$ cat config.mk
export PLATFORM = sky130hd
export DESIGN_NAME = lru_page_replacement_top_flat
export DESIGN_NICKNAME = d
export VERILOG_FILES = /design/src/sv/lrupr_pkg.sv /design/src/sv/lrupr_ref_if.sv /design/src/sv/lrupr_res_if.sv /design/src/sv/lrupr_dpath.sv /design/src/sv/lrupr_ctrl.sv /design/src/sv/lru_page_replacement_top.sv /design/src/flat_wrapper.sv
export VERILOG_INCLUDE_DIRS = /design/src /design/src/sv
export SDC_FILE = /design/constraint.sdc
export NUM_CORES = 1
export LEC_CHECK = 0
export BUFFER_PORTS_ARGS = -buffer_cell sky130_fd_sc_hd__buf_2
export CORE_MARGIN = 5
export CORE_UTILIZATION = 50
export DETAILED_ROUTE_END_ITERATION = 8
export PLACE_DENSITY = 0.8
export SYNTH_ARGS = -nofsm -noshare
export SYNTH_HDL_FRONTEND = slang
export SYNTH_SLANG_ARGS = --single-unit
$ cat constraint.sdc
create_clock -name clk -period 5.56 [get_ports clk]
set_clock_uncertainty 0.05 [all_clocks]
set_input_delay 0.556 -clock clk [delete_from_list [all_inputs] [get_ports clk]]
set_output_delay 0.556 -clock clk [all_outputs]
set_load 0.02 [all_outputs]
$ cat src/sv/lru_page_replacement_top_defines.svh
// ----------------------------------------------------------------------------
// LRU page replacement - assertion macros
// Shared checking macros for the LRU page tracker; compiled out when
// NO_ASSERTIONS is defined.
// ----------------------------------------------------------------------------
`ifndef LRU_PAGE_REPLACEMENT_TOP_DEFINES_SVH
`define LRU_PAGE_REPLACEMENT_TOP_DEFINES_SVH

`ifndef NO_ASSERTIONS
// Check a property on every rising clock edge outside reset.
`define LRUPR_ASSERT(lbl, clk_s, rstn_s, prop_s, msg_s) \
    lbl: assert property (@(posedge clk_s) disable iff (!rstn_s) prop_s) else $error(msg_s);
// Check that a condition never holds outside reset.
`define LRUPR_ASSERT_NEVER(lbl, clk_s, rstn_s, expr_s, msg_s) \
    lbl: assert property (@(posedge clk_s) disable iff (!rstn_s) !(expr_s)) else $error(msg_s);
`else
`define LRUPR_ASSERT(lbl, clk_s, rstn_s, prop_s, msg_s)
`define LRUPR_ASSERT_NEVER(lbl, clk_s, rstn_s, expr_s, msg_s)
`endif

`endif

$ cat src/sv/lrupr_pkg.sv
// ----------------------------------------------------------------------------
// LRU page replacement - package
// Sizes, sequencer states and the command/status words between the
// controller and the datapath.
// ----------------------------------------------------------------------------
package lrupr_pkg;

    // built depth of the page store and page number width
    localparam int MAX_SLOTS = 16;
    localparam int PAGE_BITS = 16;

    // slot index and occupancy widths
    localparam int SLOT_W = (MAX_SLOTS > 1) ? $clog2(MAX_SLOTS) : 1;
    localparam int CNT_W  = $clog2(MAX_SLOTS + 1);

    // capacity register and miss counter
    localparam int CAP_W = 5;
    localparam int CMP_W = (CAP_W > CNT_W) ? CAP_W : CNT_W;
    localparam int MISS_W = 32;
    localparam logic [CAP_W-1:0] CAP_RESET = CAP_W'(16);

    // configuration port
    localparam int APB_AW = 3;
    localparam int APB_DW = 32;
    localparam int REG_IDX_W = APB_AW - 2;
    localparam logic [REG_IDX_W-1:0] REG_CAPACITY = '0;

    // sequencer states
    typedef enum logic [1:0] {
        ST_IDLE,
        ST_SEARCH,
        ST_UPDATE
    } lrupr_state_t;

    // controller to datapath
    typedef struct packed {
        logic load;      // capture a new reference
        logic step;      // compare miss: advance the scan
        logic mark_hit;  // compare hit: record the position
        logic commit;    // reorder the store and post the result
    } lrupr_cmd_t;

    // datapath to controller
    typedef struct packed {
        logic empty;     // no resident pages
        logic match;     // scanned entry equals the reference
        logic at_last;   // scan sits on the least recent entry
        logic out_free;  // result register can take a word
    } lrupr_sts_t;

endpackage

$ cat src/sv/lrupr_ref_if.sv
// ----------------------------------------------------------------------------
// LRU page replacement - reference channel
// Valid/ready channel that carries one page reference per word.
// ----------------------------------------------------------------------------
interface lrupr_ref_if;
    import lrupr_pkg::*;

    logic                 valid;
    logic                 ready;
    logic [PAGE_BITS-1:0] page_number;

    modport source (output valid, output page_number, input ready);
    modport sink   (input valid, input page_number, output ready);

endinterface

$ cat src/sv/lrupr_res_if.sv
// ----------------------------------------------------------------------------
// LRU page replacement - result channel
// Valid/ready channel that carries one lookup result per word.
// ----------------------------------------------------------------------------
interface lrupr_res_if;
    import lrupr_pkg::*;

    logic                 valid;
    logic                 ready;
    logic                 hit;
    logic                 evict_valid;
    logic [PAGE_BITS-1:0] evicted_page;
    logic [MISS_W-1:0]    miss_total;

    modport source (output valid, output hit, output evict_valid, output evicted_page,
                    output miss_total, input ready);
    modport sink   (input valid, input hit, input evict_valid, input evicted_page,
                    input miss_total, output ready);

endinterface

$ cat src/sv/lrupr_dpath.sv
// ----------------------------------------------------------------------------
// LRU page replacement - datapath
// Recency shift line, scan pointer, occupancy and miss counters, and the
// result register.
// ----------------------------------------------------------------------------
`include "lru_page_replacement_top_defines.svh"

module lrupr_dpath (
    input  logic                         clk,
    input  logic                         rst_n,
    input  logic [lrupr_pkg::CAP_W-1:0]  capacity,
    input  logic [lrupr_pkg::PAGE_BITS-1:0] page_number,
    input  lrupr_pkg::lrupr_cmd_t        cmd,
    output lrupr_pkg::lrupr_sts_t        sts,
    lrupr_res_if.source                  res
);
    import lrupr_pkg::*;

    // recency order, entry 0 most recent
    logic [PAGE_BITS-1:0] slot_reg [MAX_SLOTS];

    logic [PAGE_BITS-1:0] page_reg;
    logic [PAGE_BITS-1:0] cand_reg;
    logic [SLOT_W-1:0]    idx_reg;
    logic [SLOT_W-1:0]    pos_reg;
    logic                 found_reg;
    logic [CNT_W-1:0]     occ_reg;
    logic [MISS_W-1:0]    miss_reg;

    logic                 out_valid_reg;
    logic                 out_hit_reg;
    logic                 out_evict_reg;
    logic [PAGE_BITS-1:0] out_page_reg;

    logic [PAGE_BITS-1:0] rd_data;
    logic [CMP_W-1:0]     cap_x;
    logic [CNT_W-1:0]     cap_eff;
    logic                 full;
    logic                 evict_c;
    logic [CNT_W-1:0]     upto;
    logic                 out_free;

    // scan read port
    assign rd_data = slot_reg[idx_reg];

    // clamp the configured capacity into 1..MAX_SLOTS
    always_comb
    begin
        cap_x = CMP_W'(capacity);
        if (cap_x == '0)
        begin
            cap_eff = CNT_W'(1);
        end
        else if (cap_x > CMP_W'(MAX_SLOTS))
        begin
            cap_eff = CNT_W'(MAX_SLOTS);
        end
        else
        begin
            cap_eff = CNT_W'(cap_x);
        end
    end

    // decide the reorder span and the eviction
    assign full    = (occ_reg >= cap_eff);
    assign evict_c = !found_reg && full;

    always_comb
    begin
        if (found_reg)
        begin
            upto = CNT_W'(pos_reg);
        end
        else if (!full)
        begin
            upto = occ_reg;
        end
        else
        begin
            upto = occ_reg - CNT_W'(1);
        end
    end

    assign out_free = !out_valid_reg || res.ready;

    // status to the controller
    assign sts.empty    = (occ_reg == '0);
    assign sts.match    = (rd_data == page_reg);
    assign sts.at_last  = (CNT_W'(idx_reg) == (occ_reg - CNT_W'(1)));
    assign sts.out_free = out_free;

    // capture the reference, walk the scan pointer
    always_ff @(posedge clk)
    begin
        if (cmd.load)
        begin
            page_reg <= page_number;
            idx_reg  <= '0;
        end
        else if (cmd.step)
        begin
            cand_reg <= rd_data;
            idx_reg  <= idx_reg + SLOT_W'(1);
        end
        if (cmd.mark_hit)
        begin
            pos_reg <= idx_reg;
        end
    end

    // hit flag for the current reference
    always_ff @(posedge clk or negedge rst_n)
    begin
        if (!rst_n)
        begin
            found_reg <= 1'b0;
        end
        else if (cmd.load)
        begin
            found_reg <= 1'b0;
        end
        else if (cmd.mark_hit)
        begin
            found_reg <= 1'b1;
        end
    end

    // shift the span down by one and put the page in front
    always_ff @(posedge clk)
    begin
        if (cmd.commit)
        begin
            slot_reg[0] <= page_reg;
            for (int i = 1; i < MAX_SLOTS; i++)
            begin
                if (CNT_W'(i) <= upto)
                begin
                    slot_reg[i] <= slot_reg[i-1];
                end
            end
        end
    end

    // occupancy and saturating miss total
    always_ff @(posedge clk or negedge rst_n)
    begin
        if (!rst_n)
        begin
            occ_reg  <= '0;
            miss_reg <= '0;
        end
        else if (cmd.commit && !found_reg)
        begin
            if (!full)
            begin
                occ_reg <= occ_reg + CNT_W'(1);
            end
            if (miss_reg != '1)
            begin
                miss_reg <= miss_reg + MISS_W'(1);
            end
        end
    end

    // result register valid
    always_ff @(posedge clk or negedge rst_n)
    begin
        if (!rst_n)
        begin
            out_valid_reg <= 1'b0;
        end
        else if (cmd.commit)
        begin
            out_valid_reg <= 1'b1;
        end
        else if (res.ready)
        begin
            out_valid_reg <= 1'b0;
        end
    end

    // result register payload
    always_ff @(posedge clk)
    begin
        if (cmd.commit)
        begin
            out_hit_reg   <= found_reg;
            out_evict_reg <= evict_c;
            out_page_reg  <= evict_c ? cand_reg : '0;
        end
    end

    assign res.valid        = out_valid_reg;
    assign res.hit          = out_hit_reg;
    assign res.evict_valid  = out_evict_reg;
    assign res.evicted_page = out_page_reg;
    assign res.miss_total   = miss_reg;

    // checks
    `LRUPR_ASSERT_NEVER(a_occ_bound, clk, rst_n, occ_reg > CNT_W'(MAX_SLOTS), "occupancy above depth")
    `LRUPR_ASSERT(a_no_overwrite, clk, rst_n, cmd.commit |-> out_free, "result overwritten")
    `LRUPR_ASSERT(a_evict_keeps_occ, clk, rst_n, cmd.commit && evict_c |=> occ_reg == $past(occ_reg), "eviction changed occupancy")
    `LRUPR_ASSERT(a_hit_keeps_miss, clk, rst_n, cmd.commit && found_reg |=> miss_reg == $past(miss_reg), "hit counted as miss")

endmodule

$ cat src/sv/lrupr_ctrl.sv
// ----------------------------------------------------------------------------
// LRU page replacement - controller
// Sequencer: take a reference, scan the recency order, then commit the
// reorder and the result.
// ----------------------------------------------------------------------------
`include "lru_page_replacement_top_defines.svh"

module lrupr_ctrl (
    input  logic                   clk,
    input  logic                   rst_n,
    input  logic                   in_valid,
    output logic                   in_ready,
    input  lrupr_pkg::lrupr_sts_t  sts,
    output lrupr_pkg::lrupr_cmd_t  cmd
);
    import lrupr_pkg::*;

    lrupr_state_t state_reg;
    lrupr_state_t state_next;

    // state register
    always_ff @(posedge clk or negedge rst_n)
    begin
        if (!rst_n)
        begin
            state_reg <= ST_IDLE;
        end
        else
        begin
            state_reg <= state_next;
        end
    end

    // next state
    always_comb
    begin
        state_next = state_reg;
        unique case (state_reg)
            ST_IDLE:
            begin
                if (in_valid)
                begin
                    state_next = sts.empty ? ST_UPDATE : ST_SEARCH;
                end
            end
            ST_SEARCH:
            begin
                if (sts.match || sts.at_last)
                begin
                    state_next = ST_UPDATE;
                end
            end
            ST_UPDATE:
            begin
                if (sts.out_free)
                begin
                    state_next = ST_IDLE;
                end
            end
            default:
            begin
                state_next = ST_IDLE;
            end
        endcase
    end

    // outputs
    always_comb
    begin
        in_ready = 1'b0;
        cmd      = '0;
        unique case (state_reg)
            ST_IDLE:
            begin
                in_ready = 1'b1;
                cmd.load = in_valid;
            end
            ST_SEARCH:
            begin
                cmd.mark_hit = sts.match;
                cmd.step     = !sts.match;
            end
            ST_UPDATE:
            begin
                cmd.commit = sts.out_free;
            end
            default:
            begin
                in_ready = 1'b0;
            end
        endcase
    end

    // checks
    `LRUPR_ASSERT_NEVER(a_scan_nonempty, clk, rst_n, state_reg == ST_SEARCH && sts.empty, "scan of empty store")
    `LRUPR_ASSERT(a_commit_returns, clk, rst_n, cmd.commit |=> state_reg == ST_IDLE, "no return after commit")
    `LRUPR_ASSERT(a_update_holds, clk, rst_n, state_reg == ST_UPDATE && !sts.out_free |=> state_reg == ST_UPDATE, "update left while blocked")

endmodule

$ cat src/sv/lru_page_replacement_top.sv
// ----------------------------------------------------------------------------
// LRU page replacement - top level
// Fully associative LRU page tracker with an APB capacity register.
// ----------------------------------------------------------------------------
// Each page reference returns one result word: hit, eviction flag, the
// evicted page (zero when none) and the saturating miss total. One reference
// is worked on at a time; a scan compares one resident entry per cycle and
// stops at a hit or at the least recent entry, an empty store skips the scan,
// and the commit waits until the output register can take the word. A new
// reference is accepted while the previous result still waits in the output
// register. Capacity sits at byte address 0, resets to 16, and is clamped
// into 1..16; lowering it keeps resident pages and later misses evict.
// Write it only while idle.
// ----------------------------------------------------------------------------
module lru_page_replacement_top (
    input  logic                         clk,
    input  logic                         rst_n,
    input  logic                         psel,
    input  logic                         penable,
    input  logic                         pwrite,
    input  logic [lrupr_pkg::APB_AW-1:0] paddr,
    input  logic [lrupr_pkg::APB_DW-1:0] pwdata,
    output logic [lrupr_pkg::APB_DW-1:0] prdata,
    output logic                         pready,
    lrupr_ref_if.sink                    page_ref,
    lrupr_res_if.source                  page_res
);
    import lrupr_pkg::*;

    logic [CAP_W-1:0]     capacity_reg;
    logic [REG_IDX_W-1:0] reg_idx;
    logic                 cfg_wr;
    lrupr_cmd_t           cmd;
    lrupr_sts_t           sts;

    // decode the register port
    assign pready  = 1'b1;
    assign reg_idx = paddr[APB_AW-1:2];
    assign cfg_wr  = psel && penable && pwrite && pready && (reg_idx == REG_CAPACITY);

    always_ff @(posedge clk or negedge rst_n)
    begin
        if (!rst_n)
        begin
            capacity_reg <= CAP_RESET;
        end
        else if (cfg_wr)
        begin
            capacity_reg <= pwdata[CAP_W-1:0];
        end
    end

    assign prdata = (reg_idx == REG_CAPACITY) ? {{(APB_DW-CAP_W){1'b0}}, capacity_reg} : '0;

    // sequencer
    lrupr_ctrl u_ctrl (
        .clk      (clk),
        .rst_n    (rst_n),
        .in_valid (page_ref.valid),
        .in_ready (page_ref.ready),
        .sts      (sts),
        .cmd      (cmd)
    );

    // store, counters and result register
    lrupr_dpath u_dpath (
        .clk         (clk),
        .rst_n       (rst_n),
        .capacity    (capacity_reg),
        .page_number (page_ref.page_number),
        .cmd         (cmd),
        .sts         (sts),
        .res         (page_res)
    );

endmodule

$ cat src/flat_wrapper.sv
// flat-port wrapper written by rule: the top's interface ports become plain ports
module lru_page_replacement_top_flat import lrupr_pkg::*;
  (clk, rst_n, psel, penable, pwrite, paddr, pwdata, prdata, pready, page_ref_valid, page_ref_page_number, page_ref_ready, page_res_valid, page_res_hit, page_res_evict_valid, page_res_evicted_page, page_res_miss_total, page_res_ready);
  lrupr_ref_if page_ref_i ();
  lrupr_res_if page_res_i ();
  input  logic clk;
  input  logic rst_n;
  input  logic psel;
  input  logic penable;
  input  logic pwrite;
  input  logic [lrupr_pkg::APB_AW-1:0] paddr;
  input  logic [lrupr_pkg::APB_DW-1:0] pwdata;
  output logic [lrupr_pkg::APB_DW-1:0] prdata;
  output logic pready;
  input wire logic [$bits(page_ref_i.valid)-1:0] page_ref_valid;
  input wire logic [$bits(page_ref_i.page_number)-1:0] page_ref_page_number;
  output wire logic [$bits(page_ref_i.ready)-1:0] page_ref_ready;
  output wire logic [$bits(page_res_i.valid)-1:0] page_res_valid;
  output wire logic [$bits(page_res_i.hit)-1:0] page_res_hit;
  output wire logic [$bits(page_res_i.evict_valid)-1:0] page_res_evict_valid;
  output wire logic [$bits(page_res_i.evicted_page)-1:0] page_res_evicted_page;
  output wire logic [$bits(page_res_i.miss_total)-1:0] page_res_miss_total;
  input wire logic [$bits(page_res_i.ready)-1:0] page_res_ready;
  assign page_ref_i.valid = page_ref_valid;
  assign page_ref_i.page_number = page_ref_page_number;
  assign page_ref_ready = page_ref_i.ready;
  assign page_res_valid = page_res_i.valid;
  assign page_res_hit = page_res_i.hit;
  assign page_res_evict_valid = page_res_i.evict_valid;
  assign page_res_evicted_page = page_res_i.evicted_page;
  assign page_res_miss_total = page_res_i.miss_total;
  assign page_res_i.ready = page_res_ready;
  lru_page_replacement_top u_core (.clk(clk), .rst_n(rst_n), .psel(psel), .penable(penable), .pwrite(pwrite), .paddr(paddr), .pwdata(pwdata), .prdata(prdata), .pready(pready), .page_ref(page_ref_i), .page_res(page_res_i));
endmodule
### After elaboration in Yosys (flattened, before gate mapping)

Memories as Yosys holds them, arrays and structs flattened. A register that Yosys moved wholly into a read port is not among the register bits.
Cells that the tools add are included.

| storage, ports and cells | value |
|---|---|
| memories kept | 1 |
| word-level logic and storage cells | 132 |
| bits in latches | 0 |
| memory bits (read-only) | 0 |
| memory bits (writable) | 256 |
| output and inout bits | 85 |
| flip-flop bits (word level) | 104 |
| input bits | 58 |

Memories:

| memory | words | bits a word | read ports | clocked after Yosys merged registers in | write ports | RTL line | source |
|---|---|---|---|---|---|---|---|
| u_core.u_dpath.slot_reg | 16 | 16 | 16 | 1 | 16 | lrupr_dpath.sv:20 | `logic [PAGE_BITS-1:0] slot_reg [MAX_SLOTS];` |

| operators by class | value |
|---|---|
| equal/unequal tests | 8 |
| reductions and logical operators | 19 |
| shift operators | 0 |
| $add $sub $neg | 4 |
| muxes and demuxes | 67 |
| bitwise logic cells | 3 |
| magnitude comparators | 17 |
| divide/modulo/power cells | 0 |
| multipliers | 0 |

Operators by type and width:

| cell | count |
|---|---|
| two-way mux 1 bit | 54 |
| <= comparator 4 x 5 -> 1 bit, first input constant | 8 |
| adder 32 x 1 -> 32 bit, second input constant | 1 |
| != test 32 bit, second input constant | 1 |
| two-way mux 5 bit | 5 |
| <= comparator 3 x 5 -> 1 bit, first input constant | 4 |
| == test 16 bit | 1 |
| <= comparator 2 x 5 -> 1 bit, first input constant | 2 |
| zero test 5 bit | 2 |
| two-way mux 2 bit | 5 |
| two-way mux 4 bit | 2 |
| case mux 2 bit (3 select lines) | 1 |
| AND reduction 2 bit | 3 |
| adder 5 x 1 -> 5 bit, second input constant | 1 |
| == test 4 x 5 -> 1 bit | 1 |
| >= comparator 5 bit | 1 |
| > comparator 5 bit, second input constant | 1 |
| <= comparator 1 x 5 -> 1 bit, first input constant | 1 |
| logical AND 1 bit | 5 |
| subtractor 5 x 1 -> 5 bit, second input constant | 1 |
| adder 4 x 1 -> 4 bit, second input constant | 1 |
| != test 2 bit, second input constant | 2 |
| nonzero test 2 bit | 2 |
| zero test 1 bit | 3 |
| 7 further kinds | 10 |

### Logic depth before layout (Yosys ltp)

| logic depth | value |
|---|---|
| depth in word-level cells | 10 |
| mapped depth | 13 |
| depth with buffers taken out | 13 |

### By module

From an unflattened synthesis, not the netlist that was laid out.

| unflattened totals | value |
|---|---|
| cell total of the unflattened synthesis | 929 |
| area, all modules | 15,100.7 µm² |

By module, submodules not included:

| module | seq. area each (µm²) | times used | area each (µm²) | cells an instance |
|---|---|---|---|---|
| lrupr_dpath | 10,445.0 | 1 | 14,492.6 | 867 |
| lru_page_replacement_top | 126.4 | 1 | 467.9 | 46 |
| lrupr_ctrl | 50.0 | 1 | 140.1 | 16 |

### Least setup slack after synthesis

OpenSTA, ideal clock, no wires.

| timing | value |
|---|---|
| kind | reg2reg |
| from | reg u_core.capacity_reg[3] |
| to | mem u_core.u_dpath.slot_reg[1][0], enable pin |
| setup time | 0.411 ns |
| slack | 1.588 ns |
| required time | 5.099 ns |
| period minus slack after synthesis | 3.972 ns |
| arrival | 3.511 ns |
| buffers on the path | 0 |
| stages on the path, launching flop included | 14 |
| cell sequence | dfrtp_1 -> nor3_1 -> nor2_1 -> nor2_1 -> ha_1 -> nand2b_1 -> a21o_1 -> a21o_1 -> a21o_1 -> a21oi_2 -> mux2i_1 -> mux2_2 -> nor2_1 -> o21ai_0 |

RTL lines:

| item | RTL line | source |
|---|---|---|
| from (decl) | lru_page_replacement_top.sv:30 | `logic [CAP_W-1:0] capacity_reg;` |
| from (signal assigned) | lru_page_replacement_top.sv:49 | `capacity_reg <= pwdata[CAP_W-1:0];` |
| to (decl) | lrupr_dpath.sv:20 |  |

==> flow_summary.toml <==
[final_layout]
largest_reg_flops = 256
area.growth.synth_to_final_pct = 14.0
diodes = 0
fin_nets = 1038
drive_gt1_share_pct = 25.8

[routing]
vias = 8012
routedWlPerCell_microns = 23.0
drtPass1Iterations = 5
ant_nets = 0
wl_microns = 32000
drtIter0Drc = 883
drc_errors = 0
vias_per_cell = 5.76

[clocking]
post_cts.repair.setup_buffers = 0
numCtsBuffers = 38
clkTransAtPathRegs_ns = 0.06
clkSinkCount = 364
cts_hold_buf = 0
cts_tree = "built"
cts.path.max_buffers = 3
post_cts_resized = 0
htreeDepth = 2
clk-insertion-delay-late_ns = 0.52
root_buffer = "clkbuf_16"

[place]
hpwl_microns = 19900
place.gp.congestion = 0.796
port_buffers = 85

[die]
coreArea_sq_um = 29600
initial_core_util_pct = 50.6
dieWidth_microns = 183
dieArea_sq_um = 33600
rows = 63
io_pins = 143
fp.dieH_microns = 183

[worst_setup_path]
ff2ff_path_depth = 13
end_kind = "flop"
arrival_ns = 4.43
worstReg2RegEnd = "u_core.u_dpath.slot_reg[8][3]"
timing.setup.critical_path_class = "reg2reg"
required_ns = 5.64
cp-start-kind = "flop"
reg2reg_from = "u_core.capacity_reg[3]"
path_max_fanout = 16
r2r_setup_slack_ns = 1.22

[yosys]
syn_area_per_cell_sq_um = 17.5
async_flop_share_pct = 12.6
yosysUniqueCellTypes = 59
yosys_register_bits = 364
syn_area_sq_um = 15000
synth_edf_count = 310
synth.yosys.warnings = 0
syn_inst = 855
synthFlopType = "edfxtp_1"
seq_area_frac_synth_pct = 70.8

[sta]
min_period_ns = 4.34
slew_viol_final = 0
finalSetupTns_ns = 0
worst_pin_slew_ns = 1.04
rsz0062_at_grt = "no"
finalCritPeriodShare_pct = 78.1
setup_viol_count_final = 0
maxSlewHeadroom_pct = 30.4
timing.final.hold_violations = 0
max_freq_mhz = 230

[power]
vdd_drop_max_v = 0.000273
totalPowerFinal_mw = 8.31
p_leak_nw = 6.13
power.density_nw_per_um2 = 486

[global_route]
grt_pass1_wl_microns = 49200
grt_max_degree = 54
antenna_found_initial = 0
grt_pass1_vias = 8364
track_usage_pct = 19.1
grt_overflow = 0

[worst_hold_path]
worstHoldPathType = "in2async"

[outcome]
status = "complete, no violations"

[flow_run]
drv_cap = 0
how the worst max path moves through the flow:
stage                           start                              to  slack, ns  depth (start not counted)
3_5_place_dp   u_core.capacity_reg[3]  u_core.u_dpath.slot_reg[8][11]       1.33                         13
4_1_cts        u_core.capacity_reg[3]   u_core.u_dpath.slot_reg[8][0]       1.28                         13
3_3_place_gp   u_core.capacity_reg[3]  u_core.u_dpath.slot_reg[8][12]       1.37                         13
2_1_floorplan  u_core.capacity_reg[3]   u_core.u_dpath.slot_reg[1][0]       1.59                         13
5_1_grt        u_core.capacity_reg[3]   u_core.u_dpath.slot_reg[8][3]       0.94                         13
6_report       u_core.capacity_reg[3]   u_core.u_dpath.slot_reg[8][3]       1.22                         13
critical path, cell delays in order (launching register included):
cell,delay [ns]
dfrtp_1,0.41
nor3_1,0.20
nor2_1,0.06
nor2_1,0.09
ha_1,0.23
nand2b_1,0.14
a21o_1,0.17
a21o_1,0.16
a21o_1,0.18
a21oi_2,0.36
o41ai_1,0.14
a31oi_1,0.58
o21ai_1,0.35
inv_1,0.82
cells in the mapped netlist, drive strengths merged (2+ instances only):
cell	instances	area (sq um)
nand4	9	56.3
nand3	18	90.1
and2	20	125
nand3b	4	30.0
ha	9	113
or2	2	12.5
nor4	4	40.0
nor2b	12	75.1
and4	4	35.0
a31oi	2	12.5
nand2	39	146
edfxtp	310	9310
o32ai	2	17.5
dfxtp	8	160
mux4	64	1440
inv	12	45.0
dfrtp	45	1130
xnor2	54	473
a21o	4	30.0
xor2	20	175
clkbuf	11	41.3
and3	5	31.3
mux2i	37	387
a211oi	6	50.1
o2111ai	2	17.5
mux2	10	113
a21oi	16	83.8
nand2b	7	43.8
nor3	16	80.1
buf	45	318
o211ai	2	15.0
nor2	29	111
conb	2	7.51
o21ai	12	60.1
logic make-up (layout without fill, tap and decap cells):
group | after synthesis | count (layout) | synth area share [%]
buffers and inverters | 68 | 188 | 2.69
xor gates and xnor gates | 74 | 74 | 4.32
muxes | 111 | 111 | 12.9
DFF | 364 | 364 | 70.8
other | 2 | 28 | 0.0501
and+or+nand+nor | 173 | 173 | 6.06
AOI/OAI and AO/OA | 54 | 54 | 2.37
adders and majority gates | 9 | 9 | 0.751
routing by layer:
metal	vias up	part of all wire, %	routed length [microns]	global-route usage [%]
met1	4057	39	12600	26.0
met3	54	9.1	2900	4.60
met4	0	2.7	871	5.72
met5	-	0	0	0
met2	408	49	15600	31.0
li1	3493	-	-	-
cell usage in the layout (no fill, tap or decap), types with 5 or more instances in the layout:
master,synthesis,layout
dfrtp_1,45,45
a211oi_1,5,5
nand2b_1,7,7
o21ai_0,7,6
clkbuf_16,0,38
mux4_2,64,64
nand2_1,39,39
and2_1,20,20
clkinv_2,0,6
ha_1,9,9
a21oi_1,15,10
a21oi_2,1,6
clkbuf_1,11,5
conb_1,2,28
and3_1,5,5
mux2i_1,35,35
nand4_1,9,9
buf_2,8,85
nor3_1,16,16
clkinv_1,0,11
xnor2_1,54,54
nor2b_1,12,12
xor2_1,20,20
inv_1,11,10
nand3_1,18,18
edfxtp_1,310,310
buf_4,33,20
mux2_2,10,10
nor2_1,28,28
report_power, final:
| part | internal, mW | switching [mW] |
|---|---|---|
| clock | 1.46 | 1.02 |
| combinational | 0.980 | 1.12 |
| sequential | 3.35 | 0.386 |
| total | 5.79 | 2.53 |
area by class of cell:
type                       count  area, sq um
clock buffer                  44          983
clock inverter                26          241
fill                        2198        12500
inverter                      12         45.0
multi-input combinational    449         4110
sequential                   364        10600
tap                          390          488
timing repair buffer         106          596
per-stage QoR:
stage	instances	instance area (sq um)	hold WS [ns]	utilization [%]	worst slack (ns)
5_1_grt	1391	17100	0.139	57.7	0.942
2_1_floorplan	881	15100	0.210	-	1.59
4_1_cts	1391	17100	0.140	57.7	1.28
3_3_place_gp	1321	15900	0.374	53.5	1.37
3_5_place_dp	1321	15900	0.377	53.5	1.33
6_report	1391	17100	0.157	57.7	1.22
No activity file was read; power rests on OpenSTA's default activity.
